$ cat config.mk
export PLATFORM = sky130hd
export DESIGN_NAME = periodic_tick_client_scheduler_unit
export DESIGN_NICKNAME = d
export VERILOG_FILES = /design/src/rtl/ptcs_pkg.sv /design/src/rtl/ptcs_slot_mem.sv /design/src/rtl/ptcs_rem_div.sv /design/src/rtl/ptcs_ctrl.sv /design/src/rtl/periodic_tick_client_scheduler_unit.sv
export SDC_FILE = /design/constraint.sdc
export NUM_CORES = 1
export LEC_CHECK = 0
export ABC_AREA = 1
export BUFFER_PORTS_ARGS = -buffer_cell sky130_fd_sc_hd__buf_4
export CORE_UTILIZATION = 61
export CTS_CLUSTER_SIZE = 28
export DETAILED_ROUTE_END_ITERATION = 7
export PLACE_DENSITY = 0.75
export SLEW_MARGIN = 40
export SYNTH_ARGS = -nofsm -noshare
export SYNTH_HDL_FRONTEND = slang
export SYNTH_SLANG_ARGS = --single-unit
$ cat constraint.sdc
create_clock -name clk_i -period 3.7 [get_ports clk_i]
set_clock_uncertainty 0.1 [all_clocks]
set_input_delay 0.185 -clock clk_i [delete_from_list [all_inputs] [get_ports clk_i]]
set_output_delay 0.185 -clock clk_i [all_outputs]
set_load 0.005 [all_outputs]
$ cat src/rtl/ptcs_pkg.sv
`default_nettype none
package ptcs_pkg;

  localparam int unsigned SLOTS     = 5;
  localparam int unsigned SLOT_W    = (SLOTS > 1) ? $clog2(SLOTS) : 1;
  localparam int unsigned ID_W      = 8;
  localparam int unsigned PERIOD_W  = 16;
  localparam int unsigned CMD_W     = 2;
  localparam int unsigned SLOT_FLD_W = 3;
  localparam int unsigned DIV_CNT_W = $clog2(PERIOD_W + 1);

  typedef enum logic [CMD_W-1:0] {
    CMD_TICK       = 2'd0,
    CMD_REGISTER   = 2'd1,
    CMD_DEREGISTER = 2'd2
  } cmd_e;

  typedef enum logic [2:0] {
    ST_IDLE,
    ST_READ,
    ST_CHECK,
    ST_DIV,
    ST_FIN
  } state_e;

  typedef struct packed {
    logic [CMD_W-1:0]    command;
    logic [ID_W-1:0]     client_id;
    logic [PERIOD_W-1:0] period;
  } in_t;

  typedef struct packed {
    logic [ID_W-1:0]       client_id_res;
    logic [SLOT_FLD_W-1:0] slot;
    logic [PERIOD_W-1:0]   tick_count;
    logic                  last;
  } out_t;

  typedef struct packed {
    logic [ID_W-1:0]     id;
    logic [PERIOD_W-1:0] period;
  } entry_t;

  typedef struct packed {
    logic              rd_en;
    logic              wr_en;
    logic [SLOT_W-1:0] addr;
    entry_t            wdata;
  } mem_req_t;

  typedef struct packed {
    logic                start;
    logic [PERIOD_W-1:0] dividend;
    logic [PERIOD_W-1:0] divisor;
  } div_req_t;

  typedef struct packed {
    logic                done;
    logic [PERIOD_W-1:0] rem;
  } div_rsp_t;

endpackage
`default_nettype wire

$ cat src/rtl/ptcs_slot_mem.sv
`default_nettype none
module ptcs_slot_mem (
  input  wire logic              clk_i,
  input  wire logic              rst_ni,
  input  wire ptcs_pkg::mem_req_t req_i,
  output ptcs_pkg::entry_t        rdata_o
);
  import ptcs_pkg::*;

  entry_t           mem_q [SLOTS];
  logic [SLOTS-1:0] valid_q;
  entry_t           rd_q;
  logic             rd_valid_q;

  // entries never written read as empty
  always_ff @(posedge clk_i or negedge rst_ni) begin
    if (!rst_ni) begin
      valid_q    <= '0;
      rd_valid_q <= 1'b0;
    end else begin
      if (req_i.wr_en) begin
        valid_q[req_i.addr] <= 1'b1;
      end
      if (req_i.rd_en) begin
        rd_valid_q <= valid_q[req_i.addr];
      end
    end
  end

  always_ff @(posedge clk_i) begin
    if (req_i.wr_en) begin
      mem_q[req_i.addr] <= req_i.wdata;
    end
    if (req_i.rd_en) begin
      rd_q <= mem_q[req_i.addr];
    end
  end

  assign rdata_o = rd_valid_q ? rd_q : '0;

endmodule
`default_nettype wire

$ cat src/rtl/ptcs_rem_div.sv
`default_nettype none
module ptcs_rem_div (
  input  wire logic              clk_i,
  input  wire logic              rst_ni,
  input  wire ptcs_pkg::div_req_t req_i,
  output ptcs_pkg::div_rsp_t      rsp_o
);
  import ptcs_pkg::*;

  logic [PERIOD_W-1:0]  rem_q;
  logic [PERIOD_W-1:0]  num_q;
  logic [PERIOD_W-1:0]  den_q;
  logic [DIV_CNT_W-1:0] cnt_q;
  logic                 run_q;
  logic                 done_q;
  logic [PERIOD_W:0]    trial;
  logic [PERIOD_W:0]    diff;
  logic [PERIOD_W-1:0]  rem_d;

  // restoring division, one quotient bit a cycle; only the remainder is kept
  always_comb begin
    trial = {rem_q, num_q[PERIOD_W-1]};
    diff  = trial - {1'b0, den_q};
    rem_d = (trial >= {1'b0, den_q}) ? diff[PERIOD_W-1:0] : trial[PERIOD_W-1:0];
  end

  always_ff @(posedge clk_i or negedge rst_ni) begin
    if (!rst_ni) begin
      run_q  <= 1'b0;
      done_q <= 1'b0;
      cnt_q  <= '0;
    end else if (req_i.start) begin
      run_q  <= 1'b1;
      done_q <= 1'b0;
      cnt_q  <= DIV_CNT_W'(PERIOD_W);
    end else if (run_q) begin
      cnt_q <= cnt_q - DIV_CNT_W'(1);
      if (cnt_q == DIV_CNT_W'(1)) begin
        run_q  <= 1'b0;
        done_q <= 1'b1;
      end
    end else begin
      done_q <= 1'b0;
    end
  end

  always_ff @(posedge clk_i) begin
    if (req_i.start) begin
      rem_q <= '0;
      num_q <= req_i.dividend;
      den_q <= req_i.divisor;
    end else if (run_q) begin
      rem_q <= rem_d;
      num_q <= {num_q[PERIOD_W-2:0], 1'b0};
    end
  end

  assign rsp_o.done = done_q;
  assign rsp_o.rem  = rem_q;

endmodule
`default_nettype wire

$ cat src/rtl/ptcs_ctrl.sv
`default_nettype none
module ptcs_ctrl (
  input  wire logic               clk_i,
  input  wire logic               rst_ni,
  input  wire logic               start,
  input  wire ptcs_pkg::in_t      item_i,
  output logic                    busy,
  output ptcs_pkg::mem_req_t      mem_req_o,
  input  wire ptcs_pkg::entry_t   mem_rdata_i,
  output ptcs_pkg::div_req_t      div_req_o,
  input  wire ptcs_pkg::div_rsp_t div_rsp_i,
  output logic                    res_strobe_o,
  output ptcs_pkg::out_t          result_o
);
  import ptcs_pkg::*;

  state_e              state_q, state_d;
  logic [SLOT_W-1:0]   idx_q, idx_d;
  in_t                 item_q;
  logic [PERIOD_W-1:0] tick_q, tick_d;
  logic                pend_valid_q, pend_valid_d;
  logic [ID_W-1:0]     pend_id_q;
  logic [SLOT_W-1:0]   pend_slot_q;
  logic [ID_W-1:0]     cand_id_q;
  logic                res_strobe_q;
  out_t                res_q;

  logic                capture;
  logic                cand_load;
  logic                pend_load;
  logic                emit_en;
  logic                emit_last;
  logic                last_slot;
  logic                cmd_ok;

  assign last_slot = (idx_q == SLOT_W'(SLOTS - 1));
  assign busy      = (state_q != ST_IDLE);

  always_comb begin
    case (item_i.command)
      CMD_TICK:                     cmd_ok = 1'b1;
      CMD_REGISTER, CMD_DEREGISTER: cmd_ok = (item_i.client_id != '0);
      default:                      cmd_ok = 1'b0;
    endcase
  end

  always_comb begin
    state_d            = state_q;
    idx_d              = idx_q;
    tick_d             = tick_q;
    pend_valid_d       = pend_valid_q;
    capture            = 1'b0;
    cand_load          = 1'b0;
    pend_load          = 1'b0;
    emit_en            = 1'b0;
    emit_last          = 1'b0;
    mem_req_o          = '0;
    mem_req_o.addr     = idx_q;
    div_req_o.start    = 1'b0;
    div_req_o.dividend = tick_q;
    div_req_o.divisor  = mem_rdata_i.period;

    unique case (state_q)
      ST_IDLE: begin
        if (start) begin
          capture = 1'b1;
          idx_d   = '0;
          if (cmd_ok) begin
            state_d = ST_READ;
          end
        end
      end
      ST_READ: begin
        mem_req_o.rd_en = 1'b1;
        state_d         = ST_CHECK;
      end
      ST_CHECK: begin
        // read data for idx_q is ready; default is to move on
        if (last_slot) begin
          state_d = (item_q.command == CMD_TICK) ? ST_FIN : ST_IDLE;
        end else begin
          idx_d   = idx_q + SLOT_W'(1);
          state_d = ST_READ;
        end
        case (item_q.command)
          CMD_REGISTER: begin
            if (mem_rdata_i.id == '0) begin
              mem_req_o.wr_en        = 1'b1;
              mem_req_o.wdata.id     = item_q.client_id;
              mem_req_o.wdata.period = item_q.period;
              state_d                = ST_IDLE;
            end
          end
          CMD_DEREGISTER: begin
            if (mem_rdata_i.id == item_q.client_id) begin
              mem_req_o.wr_en = 1'b1;
              state_d         = ST_IDLE;
            end
          end
          default: begin
            if (mem_rdata_i.id != '0 && mem_rdata_i.period != '0) begin
              div_req_o.start = 1'b1;
              cand_load       = 1'b1;
              idx_d           = idx_q;
              state_d         = ST_DIV;
            end
          end
        endcase
      end
      ST_DIV: begin
        if (div_rsp_i.done) begin
          if (div_rsp_i.rem == '0) begin
            // previous hit is now known not to be the last one
            emit_en      = pend_valid_q;
            pend_load    = 1'b1;
            pend_valid_d = 1'b1;
          end
          if (last_slot) begin
            state_d = ST_FIN;
          end else begin
            idx_d   = idx_q + SLOT_W'(1);
            state_d = ST_READ;
          end
        end
      end
      ST_FIN: begin
        emit_en      = pend_valid_q;
        emit_last    = 1'b1;
        pend_valid_d = 1'b0;
        tick_d       = tick_q + PERIOD_W'(1);
        state_d      = ST_IDLE;
      end
      default: begin
        state_d = ST_IDLE;
      end
    endcase
  end

  always_ff @(posedge clk_i or negedge rst_ni) begin
    if (!rst_ni) begin
      state_q      <= ST_IDLE;
      idx_q        <= '0;
      tick_q       <= '0;
      pend_valid_q <= 1'b0;
      res_strobe_q <= 1'b0;
    end else begin
      state_q      <= state_d;
      idx_q        <= idx_d;
      tick_q       <= tick_d;
      pend_valid_q <= pend_valid_d;
      res_strobe_q <= emit_en;
    end
  end

  always_ff @(posedge clk_i) begin
    if (capture) begin
      item_q <= item_i;
    end
    if (cand_load) begin
      cand_id_q <= mem_rdata_i.id;
    end
    if (pend_load) begin
      pend_id_q   <= cand_id_q;
      pend_slot_q <= idx_q;
    end
    if (emit_en) begin
      res_q.client_id_res <= pend_id_q;
      res_q.slot          <= SLOT_FLD_W'(pend_slot_q);
      res_q.tick_count    <= tick_q;
      res_q.last          <= emit_last;
    end
  end

  assign res_strobe_o = res_strobe_q;
  assign result_o     = res_q;

endmodule
`default_nettype wire

$ cat src/rtl/periodic_tick_client_scheduler_unit.sv
`default_nettype none
// Periodic tick scheduler for up to five clients. Words are taken when start is high and busy
// is low; register and deregister scan the slot memory for the first free or matching slot,
// a tick reads each slot in turn and runs a bit-serial remainder unit on occupied slots with
// a nonzero period, then closes, with the final word out in the cycle after the close.
// Results leave on res_strobe_o, one cycle each, in slot order while the scan runs, the final
// one flagged by last; they cannot be held off, so the receiver must take every strobe.
// Invalid commands, and register or deregister words with id zero, are dropped without
// raising busy.
module periodic_tick_client_scheduler_unit (
  input  wire logic           clk_i,
  input  wire logic           rst_ni,
  input  wire logic           start,
  input  wire ptcs_pkg::in_t  item_i,
  output logic                busy,
  output logic                res_strobe_o,
  output ptcs_pkg::out_t      result_o
);
  import ptcs_pkg::*;

  mem_req_t mem_req;
  entry_t   mem_rdata;
  div_req_t div_req;
  div_rsp_t div_rsp;

  ptcs_slot_mem u_mem (
    .clk_i   (clk_i),
    .rst_ni  (rst_ni),
    .req_i   (mem_req),
    .rdata_o (mem_rdata)
  );

  ptcs_rem_div u_div (
    .clk_i  (clk_i),
    .rst_ni (rst_ni),
    .req_i  (div_req),
    .rsp_o  (div_rsp)
  );

  ptcs_ctrl u_ctrl (
    .clk_i        (clk_i),
    .rst_ni       (rst_ni),
    .start        (start),
    .item_i       (item_i),
    .busy         (busy),
    .mem_req_o    (mem_req),
    .mem_rdata_i  (mem_rdata),
    .div_req_o    (div_req),
    .div_rsp_i    (div_rsp),
    .res_strobe_o (res_strobe_o),
    .result_o     (result_o)
  );

  a_fire_id_nonzero: assert property (@(posedge clk_i) disable iff (!rst_ni)
    res_strobe_o |-> result_o.client_id_res != '0)
    else $error("result word with empty client id");

  a_more_follow: assert property (@(posedge clk_i) disable iff (!rst_ni)
    res_strobe_o && !result_o.last |-> busy)
    else $error("non-final result word outside a tick scan");

  a_mem_excl: assert property (@(posedge clk_i) disable iff (!rst_ni)
    !(mem_req.rd_en && mem_req.wr_en) && (!mem_req.wr_en || busy))
    else $error("slot memory access overlap or write while idle");

  a_div_in_scan: assert property (@(posedge clk_i) disable iff (!rst_ni)
    div_rsp.done |-> busy)
    else $error("remainder unit finished outside a tick scan");

endmodule
`default_nettype wire
Word-level counts from Yosys, hierarchy flattened. Memories as Yosys holds them, arrays and structs flattened. A register that Yosys moved wholly into a read port is not among the register bits. Index checks and enable logic that the tools add are counted.

Flip-flop bits (word level): 158. RAM bits: 120. Input bits: 29. Output and inout port bits: 30. Logic and storage cells: 127. Memories kept: 1.

Add/sub/neg operators: 4. Magnitude comparators: 3. Eq/ne operators: 17. Muxes and demuxes: 59. Bitwise gates (word level): 1. Reductions and logical operators: 19.

Memory list: u_mem.mem_q (words 5, width 24, rd ports 1, clocked after memory_dff 1, wr ports 1, line ptcs_slot_mem.sv:10) `entry_t mem_q [SLOTS];`.

Operators by type and width (count): 24-bit two-way mux (4); 16-bit two-way mux (3); 3-bit two-way mux (14); 1-bit two-way mux (27); 17-bit by 16-bit greater-or-equal comparator with 1-bit output (1); 16-bit by 1-bit adder with 16-bit output, second input constant (1); 16-bit logical NOT (1); 16-bit nonzero test (1); 8-bit nonzero test (2); 16-bit subtractor (1); 3-bit one-hot mux with 4 select lines (1); 5-bit two-way mux (2); 3-bit one-hot mux with 3 select lines (1); 8-bit == test (1); 8-bit logical NOT (1); 1-bit one-hot mux with 2 select lines (4); 3-bit by 2-bit == test with 1-bit output, second input constant (2); 3-bit == test, second input constant (2); 3-bit one-hot mux with 2 select lines (1); 3-bit AND reduction (2); 3-bit nonzero test (2); 5-bit by 1-bit == test with 1-bit output, second input constant (1); 5-bit OR (1); 5-bit by 1-bit subtractor with 5-bit output, second input constant (1); 18 further kinds (26).

Logic depth before layout (Yosys ltp). Gate-level depths: netlist of run 1.

Depth after elaboration: 7. Depth in mapped cells: 15. Gate-level depth less buffers: 15.

Modules after synthesis. A second synthesis of run 1 with hierarchy kept.

Cell total of the unflattened synthesis: 1277. Area total of the unflattened synthesis: 13396.6 µm².

By module, submodules not included: ptcs_slot_mem (instances 1, cells an instance 449, area each 5785.5 µm², seq. area each 4474.3 µm²); ptcs_ctrl (instances 1, cells an instance 370, area each 4185.3 µm², seq. area each 2792.7 µm²); ptcs_rem_div (instances 1, cells an instance 458, area each 3425.8 µm², seq. area each 1456.4 µm²).

Least setup slack after synthesis of run 1. OpenSTA, ideal clock, no wires.

Path kind: reg2reg. Start point: reg u_ctrl.state_q[2]. End point: reg u_mem.rd_valid_q. Library setup time: 0.126 ns. Arrival: 2.942 ns. Data required time: 3.474 ns. Path slack: 0.532 ns. Stages on the path, launching flop included: 4. Buffers on the path: 0. Clock period less this slack: 3.168 ns. Cells stage by stage: dfrtp_1 nor3_1 o21ai_0 o32a_1.

Cells in the longest elaborated chain, start to end: 2.

Ends and longest elaborated chain: from (decl) (line ptcs_ctrl.sv:17) `state_e state_q, state_d;`; from (signal assigned) (line ptcs_ctrl.sv:147) `state_q <= state_d;`; 3-bit by 1-bit == test with 1-bit output (line ptcs_ctrl.sv:63) `unique case (state_q)`; 1-bit two-way mux (line ptcs_ctrl.sv:63); to (signal assigned) (line ptcs_slot_mem.sv:25) `rd_valid_q <= valid_q[req_i.addr];`; to (decl) (line ptcs_slot_mem.sv:13) `logic rd_valid_q;`.

Every way passes these cells. A chain may end at the register's enable or synchronous reset.

Worst setup path in the final report of run 1.
Start point: reg u_mem.rd_valid_q. End point: reg u_div.rem_q[11].

Cells in the longest elaborated chain, start to end: 6. Elaborated cells between the ends (all ways): 7. Classes of those cells: 4 x mux; 3 x reduce/logical.

Ends and longest elaborated chain: 24-bit two-way mux * (line ptcs_slot_mem.sv:39) `assign rdata_o = rd_valid_q ? rd_q : '0;`; 16-bit nonzero test or 8-bit nonzero test (tied branches) (line ptcs_ctrl.sv:101) `if (mem_rdata_i.id != '0 && mem_rdata_i.period != '0) begin`; 1-bit logical AND * (line ptcs_ctrl.sv:101); 1-bit two-way mux * (line ptcs_ctrl.sv:101); 1-bit two-way mux * (line ptcs_ctrl.sv:85) `case (item_q.command)`; 1-bit two-way mux * (line ptcs_ctrl.sv:63); to (signal assigned) (line ptcs_rem_div.sv:53) `rem_q <= rem_d;`; to (decl) (line ptcs_rem_div.sv:10) `logic [PERIOD_W-1:0] rem_q;`.

Mark *: on every way between the ends. The rest lies on a longest branch, timed or not.

==> results of run 1 <==
==> final cells by class <==
cell class,instances,area [um2]
clock buffers,38,779
clock inverters,15,171
fillers,1381,5630
inverters,145,544
multi-input cells,662,3360
flip-flops and latches,302,8720
well taps,270,338
repair buffers,99,811
==> cells by family (layout without fill, tap and decap cells) <==
| logic type | count (synthesis) | in the layout | share of synthesized area |
|---|---|---|---|
| buffers and inverters | 175 | 297 | 0.0541 |
| xor gates and xnor gates | 23 | 23 | 0.0158 |
| DFF | 302 | 302 | 0.684 |
| adders and majority gates | 27 | 27 | 0.0271 |
| and+or+nand+nor | 537 | 537 | 0.184 |
| AOI/OAI and AO/OA | 75 | 75 | 0.0350 |
==> worst max-delay path, cell delays in order (launching register included) <==
cell and delay (ps):
dfrtp_1 850, nand2_1 210, nand2_1 170, nor2_4 70, a21oi_4 190, nand3_4 330, nand2_2 490, inv_2 260
nand2_1 130, nand2_1 60
==> layout by cell type (no fill, tap or decap), drive strengths merged <==
cell and instances:
a21oi 27, dlygate4sd3 27, nor3b 1, buf 72
bufinv 3, nor3 18, clkinv 9, o32a 1
inv 147, nor2 60, xor2 16, clkinvlp 1
o21bai 1, xnor2 7, dfxtp 16, o31ai 2
edfxtp 249, nand4 29, nand3 99, o21ai 24
a22oi 14, nand3b 9, clkbuf 38, nor4 2
ha 26, o22ai 3, fa 1, a21boi 2
nand2 318, or2 1, o2111ai 1, dfrtp 37
==> per-layer routing <==
metal / global-route usage / up-vias
met5: 0 / -
met4: 0.0641 / 0
met3: 0.0319 / 42
met2: 0.446 / 281
met1: 0.331 / 4048
li1: - / 4047
==> worst paths after layout <==
kind	from	endpoint	slack, ps
min in group clk_i	start	u_ctrl.state_q[2]	70
worst min register to register	u_ctrl.pend_id_q[7]	u_ctrl.result_o[27]	320
worst max register to register	u_mem.rd_valid_q	u_div.rem_q[11]	710
worst min-delay path	rst_ni	u_ctrl.res_strobe_o	60
max in group asynchronous	rst_ni	u_div.cnt_q[1]	3070
worst max-delay path	u_mem.rd_valid_q	u_div.rem_q[11]	710
==> flip-flops by register name, indices dropped and copies added (netlist names) <==
name                 count
u_mem.mem_q            120
u_ctrl.result_o         28
u_ctrl.item_q           26
u_mem.rd_q              24
u_ctrl.tick_q           16
u_div.den_q             16
u_div.num_q             16
u_div.rem_q             16
u_ctrl.cand_id_q         8
u_ctrl.pend_id_q         8
u_div.cnt_q              5
u_mem.valid_q            5
u_ctrl.idx_q             3
u_ctrl.pend_slot_q       3
u_ctrl.state_q           3
u_ctrl.pend_valid_q      1
u_ctrl.res_strobe_o      1
u_div.done_q             1
u_div.run_q              1
u_mem.rd_valid_q         1
==> report_power, final <==
group	switching (uW)	internal (uW)
logic	2860	1350
registers	358	4590
clock network	1240	1700
total	4460	7640
==> metrics by stage <==
| stage | cells | cell area (um2) | hold WS [ps] |
|---|---|---|---|
| after floorplan | 1139 | 12800 | -211 |
| after global placement | 1451 | 13500 | 86.9 |
| after detailed placement | 1451 | 13500 | 95.8 |
| after CTS | 1531 | 14700 | 56.9 |
| after global routing | 1531 | 14700 | 67.0 |
| final | 1531 | 14700 | 58.5 |
==> impl_metrics.yaml, run 1 <==
detailed_routing:
  final_antenna_net_count: 0
  vias: 8418
  wl_met1_um: 11000
  drc: 0
  wl_per_cell_um: 17.3
  wl_um: 26500
  top_layer: "met4"
  dr.pass1.iters: 5
  wl_met2_um: 13500
  route.met3.wl_um: 1450
  drtIter0Drc: 676
  via_per_inst: 5.50
layout:
  final_util: 0.723
  finalNetCount: 1295
  drive_gt1_frac: 0.116
  antenna_cells: 0
  syn_to_final_growth_pct: 15.5
global_routing:
  grt_pass1_vias: 8180
  grt_remaining_overflow: 0
  grt_start_max_net_pins: 38
  grt_first_pass_wirelength_um: 42000
  grt_usage: 0.252
  antenna_found_initial: 1
sta:
  setup-tns-final_ps: 0
  hold_viol_final: 0
  slew_violations: 0
  setup_violations: 0
  worst_slack_ps: 713
  worstMarginPinSlew_ps: 791
  period_share: 0.807
  max_clock_freq_ghz: 0.335
  fin_crit_ps: 2990
  rsz0062_at_grt: "no"
  slew-limit-headroom: 0.473
logic_synthesis:
  synth_area_leader_cell: "edfxtp_1"
  synth_common_cells: "nand2_1, edfxtp_1, inv_1, nand3_1, nor2_1"
  synth_fp_nets: 1195
  synth_edf_count: 249
  yosysSeqAreaShare: 0.684
  yosysMostFrequentCell: "nand2_1"
  synth-async-reset-ratio: 0.123
  synthCells: 1139
  synth.area.top_cells: "edfxtp_1, nand2_1, dfrtp_1, inv_1, nand3_1"
  synth_warnings: 0
  synth.distinct_cells: 40
  yosys_most_used_dff: "edfxtp_1"
  ys_ff_latch: 302
  synth_top_area_share: 0.586
  avgSynthCellArea_um2: 11.2
  syn_area_um2: 12800
floorplan:
  die-area_um2: 21500
  core_area_um2: 20400
  initial_utilization: 0.626
  num_rows: 52
  fp.dieW_um: 147
  die_y_um: 147
  io_pins: 59
clock_network:
  cts_tree: "done"
  cts_buffers: 29
  cts-htree-levels: 1
  cts_sinks: 302
  cts_buffer_depth: 3
  clkTransAtPathRegs_ps: 70
  ctsRootBufferMaster: "clkbuf_16"
  cts_resized: 0
  clk_latency_ps: 560
  postCtsSetupBuffers: 0
  ctsHoldBuffers: 27
place:
  place_congestion: 0.885
  portBuffers: 58
  pre_cts_ws_ps: 762
  post-dp-hpwl_um: 16900
critical_path:
  critPathMaxFanout: 33
  required_ps: 4040
  end_kind: "flip-flop"
  reg2reg_depth: 9
  path_class: "flip-flop to flip-flop"
  cp-start-kind: "flip-flop"
  worstPathArrival_ps: 3330
status:
  status: "finished, final reports clean"
power_and_ir_drop:
  peakVddDrop_mv: 0.526
  power.total_uw: 12100
  power_density_nw_per_um2: 821
  p_leak_uw: 0.00612
hold_path:
  min_path_type: "input pin to asynchronous set/reset pin"
flow_run:
  maxCapViolCount: 0
Power figures use the tool's default switching activity.
==> run 2, diff against run 1 <==
==> constraint.sdc (replaced) <==
create_clock -name clk_i -period 3.1 [get_ports clk_i]
set_clock_uncertainty 0.1 [all_clocks]
set_input_delay 0.155 -clock clk_i [delete_from_list [all_inputs] [get_ports clk_i]]
set_output_delay 0.155 -clock clk_i [all_outputs]
set_load 0.005 [all_outputs]
==> run 2 against run 1 <==
Setup slack got worse by 150 ps. Cell count rose by 0.33%. First-iteration DRC count fell by 14%. Core utilization rose by 0.20 points. Largest cell class unchanged.
==> impl_metrics.yaml, run 2 (synthesis gave the netlist of run 1 again) <==
clock_network:
  ctsRootBufferMaster: "clkbuf_16"
  cts_sinks: 302
  cts_resized: 0
  cts_buffers: 30
  cts_tree: "done"
  ctsHoldBuffers: 27
  clkTransAtPathRegs_ps: 60
  cts_buffer_depth: 3
  postCtsSetupBuffers: 0
  cts-htree-levels: 1
  clk_latency_ps: 570
layout:
  antenna_cells: 0
  layoutNonFillerInstCount: 1536
  syn_to_final_growth_pct: 15.8
  multiInputGateArea_um2: 3370
  mostFrequentLayoutCell: "nand2_1"
  largest_register_ffs: 120
  finalNetCount: 1299
  mostFrequentLayoutCells: "nand2_1, edfxtp_1, inv_1"
  final_area_um2: 14800
  seqCellArea_um2: 8720
  top_register: "u_mem.mem_q"
  fillers: 1389
  drive_gt1_frac: 0.112
detailed_routing:
  dr.pass1.iters: 5
  vias: 8327
  wl_per_cell_um: 16.4
  drtIter0Drc: 578
  wl_um: 25300
  drc: 0
  via_per_inst: 5.42
  final_antenna_net_count: 0
global_routing:
  grt_usage: 0.241
  grt_first_pass_wirelength_um: 40500
  grt_start_max_net_pins: 38
  grt_pass1_vias: 8116
  grt_remaining_overflow: 0
  antenna_found_initial: 0
sta:
  setup_violations: 0
  worstMarginPinSlew_ps: 636
  period_share: 0.819
  rsz0062_at_grt: "no"
  slew-limit-headroom: 0.573
  slew_violations: 0
  setup-tns-final_ps: 0
  hold_viol_final: 0
  max_clock_freq_ghz: 0.394
  fin_crit_ps: 2540
place:
  placedInstanceArea_um2: 13600
  portBuffers: 58
  dpl.cell_count: 1454
  place_congestion: 0.937
  post-dp-hpwl_um: 16400
floorplan:
  num_rows: 52
  core_area_um2: 20400
  fp.dieW_um: 147
  die_y_um: 147
  io_pins: 59
  die-area_um2: 21500
  initial_utilization: 0.626
critical_path:
  cp_cell_sequence: "inv_1 > nand3_1 > inv_1 > nand3_2 > nor2_2 > buf_4"
  required_ps: 3230
  slowest_delay_ps: 470
  cp_common_cell: "inv_1"
  path_class: "flip-flop to flip-flop"
  crit_slowest_cell: "dfrtp_1"
  worstPathArrival_ps: 2660
  cp-start-kind: "flip-flop"
  critPathMaxFanout: 24
  end_kind: "flip-flop"
hold_path:
  min_path_type: "input pin to asynchronous set/reset pin"
power_and_ir_drop:
  peakVddDrop_mv: 0.563
  p_leak_uw: 0.00612
  power_density_nw_per_um2: 963
status:
  status: "finished, final reports clean"
flow_run:
  maxCapViolCount: 0
## run 2: area by class of cell
| type | count | share of cell area |
|---|---|---|
| clock buffer | 45 | 0.0560 |
| clock inverter | 10 | 0.00652 |
| inverter | 145 | 0.0368 |
| multi-input combinational | 662 | 0.228 |
| sequential | 302 | 0.591 |
| tap | 270 | 0.0229 |
| timing repair buffer | 102 | 0.0590 |
## run 2: per-layer routing
layer,global-route usage,part of all wire,vias up
li1,-,-,4062
met1,0.321,0.42,3930
met2,0.412,0.50,284
met3,0.0319,0.059,51
met4,0.0755,0.023,0
met5,0,0,-
## run 2: worst max-delay path: cells and delay by family (launching register included)
| family | cells | cell delay [ps] |
|---|---|---|
| buffers and inverters | 3 | 850 |
| flip-flops | 1 | 470 |
| AND/OR/NAND/NOR | 3 | 780 |
## run 2: through the flow
stage                     power, uW  worst slack, ps  hold slack, ps   util
final                         14200              562            17.1  0.725
after global routing          15200              317            53.1  0.725
after CTS                     14300              372            25.5  0.725
after detailed placement      10900              378            63.7  0.667
after global placement        10700              450            57.4  0.667
after floorplan                9550              170            -241      -
## run 2: where the power goes
part	internal, uW	switching (uW)	leakage, uW
clock	1920	1430	0.000441
combinational	1630	3330	0.00281
sequential	5480	433	0.00287
total	9030	5200	0.00612
## run 2: worst paths after layout
path,cells after the start,start,to,slack [ps]
setup / recovery,6,u_ctrl.state_q[2],u_mem.mem_q[0][4],560
hold / removal,2,rst_ni,u_mem.valid_q[4],20
setup reg to reg,6,u_ctrl.state_q[2],u_mem.mem_q[0][4],560
hold reg to reg,0,u_ctrl.pend_id_q[4],u_ctrl.result_o[24],320
max in group asynchronous,2,rst_ni,u_mem.rd_valid_q,2510
min in group clk_i,5,start,u_ctrl.state_q[2],60
==> run 3, diff against run 2 <==
==> constraint.sdc (replaced) <==
create_clock -name clk_i -period 2.6 [get_ports clk_i]
set_clock_uncertainty 0.1 [all_clocks]
set_input_delay 0.13 -clock clk_i [delete_from_list [all_inputs] [get_ports clk_i]]
set_output_delay 0.13 -clock clk_i [all_outputs]
set_load 0.005 [all_outputs]
==> run 3 against run 2 <==
The run now ends with hold timing left. Hold slack worse by 19 ps. Register-to-register slack worse by 300 ps. Wire length is 0.89% lower. Sequential share of layout area is 0.95 points lower. Cell count is 1.0% higher. Setup slack worse by 300 ps. Cell area is 1.6% higher. Via count is 0.94% higher. Count of clock-buffer cells in the layout is 10 lower. Critical path type unchanged. Largest cell class unchanged.
==> impl_metrics.yaml, run 3 (synthesis gave the netlist of run 1 again) <==
floorplan:
  fp.dieW_um: 147
  num_rows: 52
  die_y_um: 147
  initial_utilization: 0.626
  core_area_um2: 20400
  die-area_um2: 21500
  io_pins: 59
critical_path:
  cp-endpoint: "u_mem.mem_q[1][12]"
  crit_slowest_cell: "dfrtp_1"
  end_kind: "flip-flop"
  cp-start-kind: "flip-flop"
  slowest_delay_ps: 580
  cp_common_cell: "nand2_1"
  critPathLaunch: "u_mem.rd_valid_q"
  worstPathArrival_ps: 2470
  cp_cell_sequence: "nand2_1 > nand2_1 > nand3_1 > nor2_1 > nand3_1 > nand2_1 > nand3_2 > nor2_2 > buf_6"
  required_ps: 2730
  rr_endpoint: "u_mem.mem_q[1][12]"
  path_buf_inv: 1
  path_depth: 9
  path_class: "flip-flop to flip-flop"
  reg2reg_depth: 9
  path_delay_family: "simple AND/OR/NAND/NOR gates"
  rrSetupSlack_ps: 260
  critPathMaxFanout: 18
  r2r_start: "u_mem.rd_valid_q"
clock_network:
  clkTransAtPathRegs_ps: 60
  postCtsSetupBuffers: 0
  cts_tree: "done"
  cts_buffers: 30
  ctsRootBufferMaster: "clkbuf_16"
  cts_sinks: 302
  clk_latency_ps: 540
  cts_buffer_depth: 3
  cts-htree-levels: 1
detailed_routing:
  vias: 8405
  drc: 0
  wl_um: 25000
  final_antenna_net_count: 0
  dr.pass1.iters: 5
  wl_per_cell_um: 16.1
  drtIter0Drc: 583
  via_per_inst: 5.42
layout:
  drive_gt1_frac: 0.126
  mostFrequentLayoutCells: "nand2_1, edfxtp_1, inv_1"
  mostFrequentLayoutCell: "nand2_1"
  antenna_cells: 0
  largest_register_ffs: 120
  final_area_um2: 15000
  top_register: "u_mem.mem_q"
  layoutNonFillerInstCount: 1552
  finalNetCount: 1314
  syn_to_final_growth_pct: 17.7
  fillers: 1419
  final_util: 0.737
sta:
  slew_violations: 0
  setup_violations: 0
  fin_crit_ps: 2340
  period_share: 0.900
  hold_viol_final: 3
  worst_slack_ps: 260
  fin_hold_ws_ps: -2.21
  worstMarginPinSlew_ps: 635
  rsz0062_at_grt: "no"
  max_clock_freq_ghz: 0.427
  slew-limit-headroom: 0.574
power_and_ir_drop:
  power_frac_seq: 0.404
  p_leak_uw: 0.00624
  power_density_nw_per_um2: 1150
  peakVddDrop_mv: 0.704
  p_sw_frac: 0.357
  p_clk_frac: 0.242
  power_switching_uw: 6180
  intPower_uw: 11100
  p_comb_frac: 0.354
global_routing:
  grt_pass1_vias: 8252
  grt_remaining_overflow: 0
  grt_first_pass_wirelength_um: 41000
  antenna_found_initial: 0
  grt_usage: 0.243
  grt_start_max_net_pins: 38
status:
  status: "finished, violations left"
  violations: "hold timing"
place:
  dpl.cell_count: 1468
  portBuffers: 58
  post-dp-hpwl_um: 16700
  placedInstanceArea_um2: 13800
  place_congestion: 0.884
  pre_cts_ws_ps: 271
flow_run:
  maxCapViolCount: 0
hold_path:
  min_path_type: "input pin to asynchronous set/reset pin"
==> run 3: cell types whose count changed in the layout (fill, tap and decap cells not counted), moves of 2 or more <==
cell	before	now
clkinvlp_4	1	4
clkbuf_8	2	0
buf_4	72	80
clkbuf_1	13	4
clkinv_1	5	8
bufinv_16	1	3
clkinv_2	2	5
buf_12	3	8
==> run 3: timing repair <==
action,4_1_cts,5_1_grt
gates resized for setup,0,1
endpoints found under the hold margin,64,0
hold buffers,28,0
endpoints found under the setup margin,0,11
==> run 3: worst min-delay path by stage <==
| stage | from | endpoint | cells after the start | slack (ps) |
|---|---|---|---|---|
| 2_1_floorplan | rst_ni | u_ctrl.idx_q[0] | 0 | -270 |
| 3_3_place_gp | rst_ni | u_ctrl.res_strobe_o | 1 | 30 |
| 3_5_place_dp | rst_ni | u_ctrl.tick_q[6] | 1 | 30 |
| 4_1_cts | rst_ni | u_ctrl.tick_q[8] | 2 | 10 |
| 5_1_grt | rst_ni | u_ctrl.tick_q[6] | 2 | 40 |
| 6_report | rst_ni | u_ctrl.tick_q[7] | 2 | -2 |
==> run 3: power by group through the flow <==
stage	combinational [uW]	sequential [uW]	clock [uW]
global route	6920	7090	4430
detailed placement	6060	7080	0
finish	6120	6990	4180
floorplan	4490	6900	0
CTS	6130	6990	4240
global placement	5930	7070	0
==> run 3: final cells by class <==
type	count	area (um2)	area share
Sequential cell	302	8720	0.581
Timing Repair Buffer	117	1050	0.0701
Inverter	145	544	0.0363
Clock inverter	21	184	0.0123
Tap cell	270	338	0.0225
Multi-Input combinational cell	662	3380	0.225
Clock buffer	35	791	0.0527
==> run 3: stage by stage <==
stage,power [uW],setup TNS (ps)
final,17300,0
after detailed placement,13100,0
after global placement,13000,0
after CTS,17400,0
after global routing,18400,0
after floorplan,11400,-21570
==> run 3: worst reg2reg max path, cell delays in order, from the launching register on <==
cell and delay [ps]:
dfrtp_1 580, nand2_1 170, nand2_1 90, nand3_1 70
nor2_1 140, nand3_1 80, nand2_1 110, nand3_2 230
nor2_2 220, buf_6 240
==> run 3: per-layer routing <==
metal / vias to the layer above / track usage / routed length, um
li1: 4085 / - / -
met1: 3976 / 0.331 / 10600
met2: 302 / 0.405 / 12300
met3: 42 / 0.0328 / 1510
met4: 0 / 0.0865 / 582
met5: - / 0 / 0
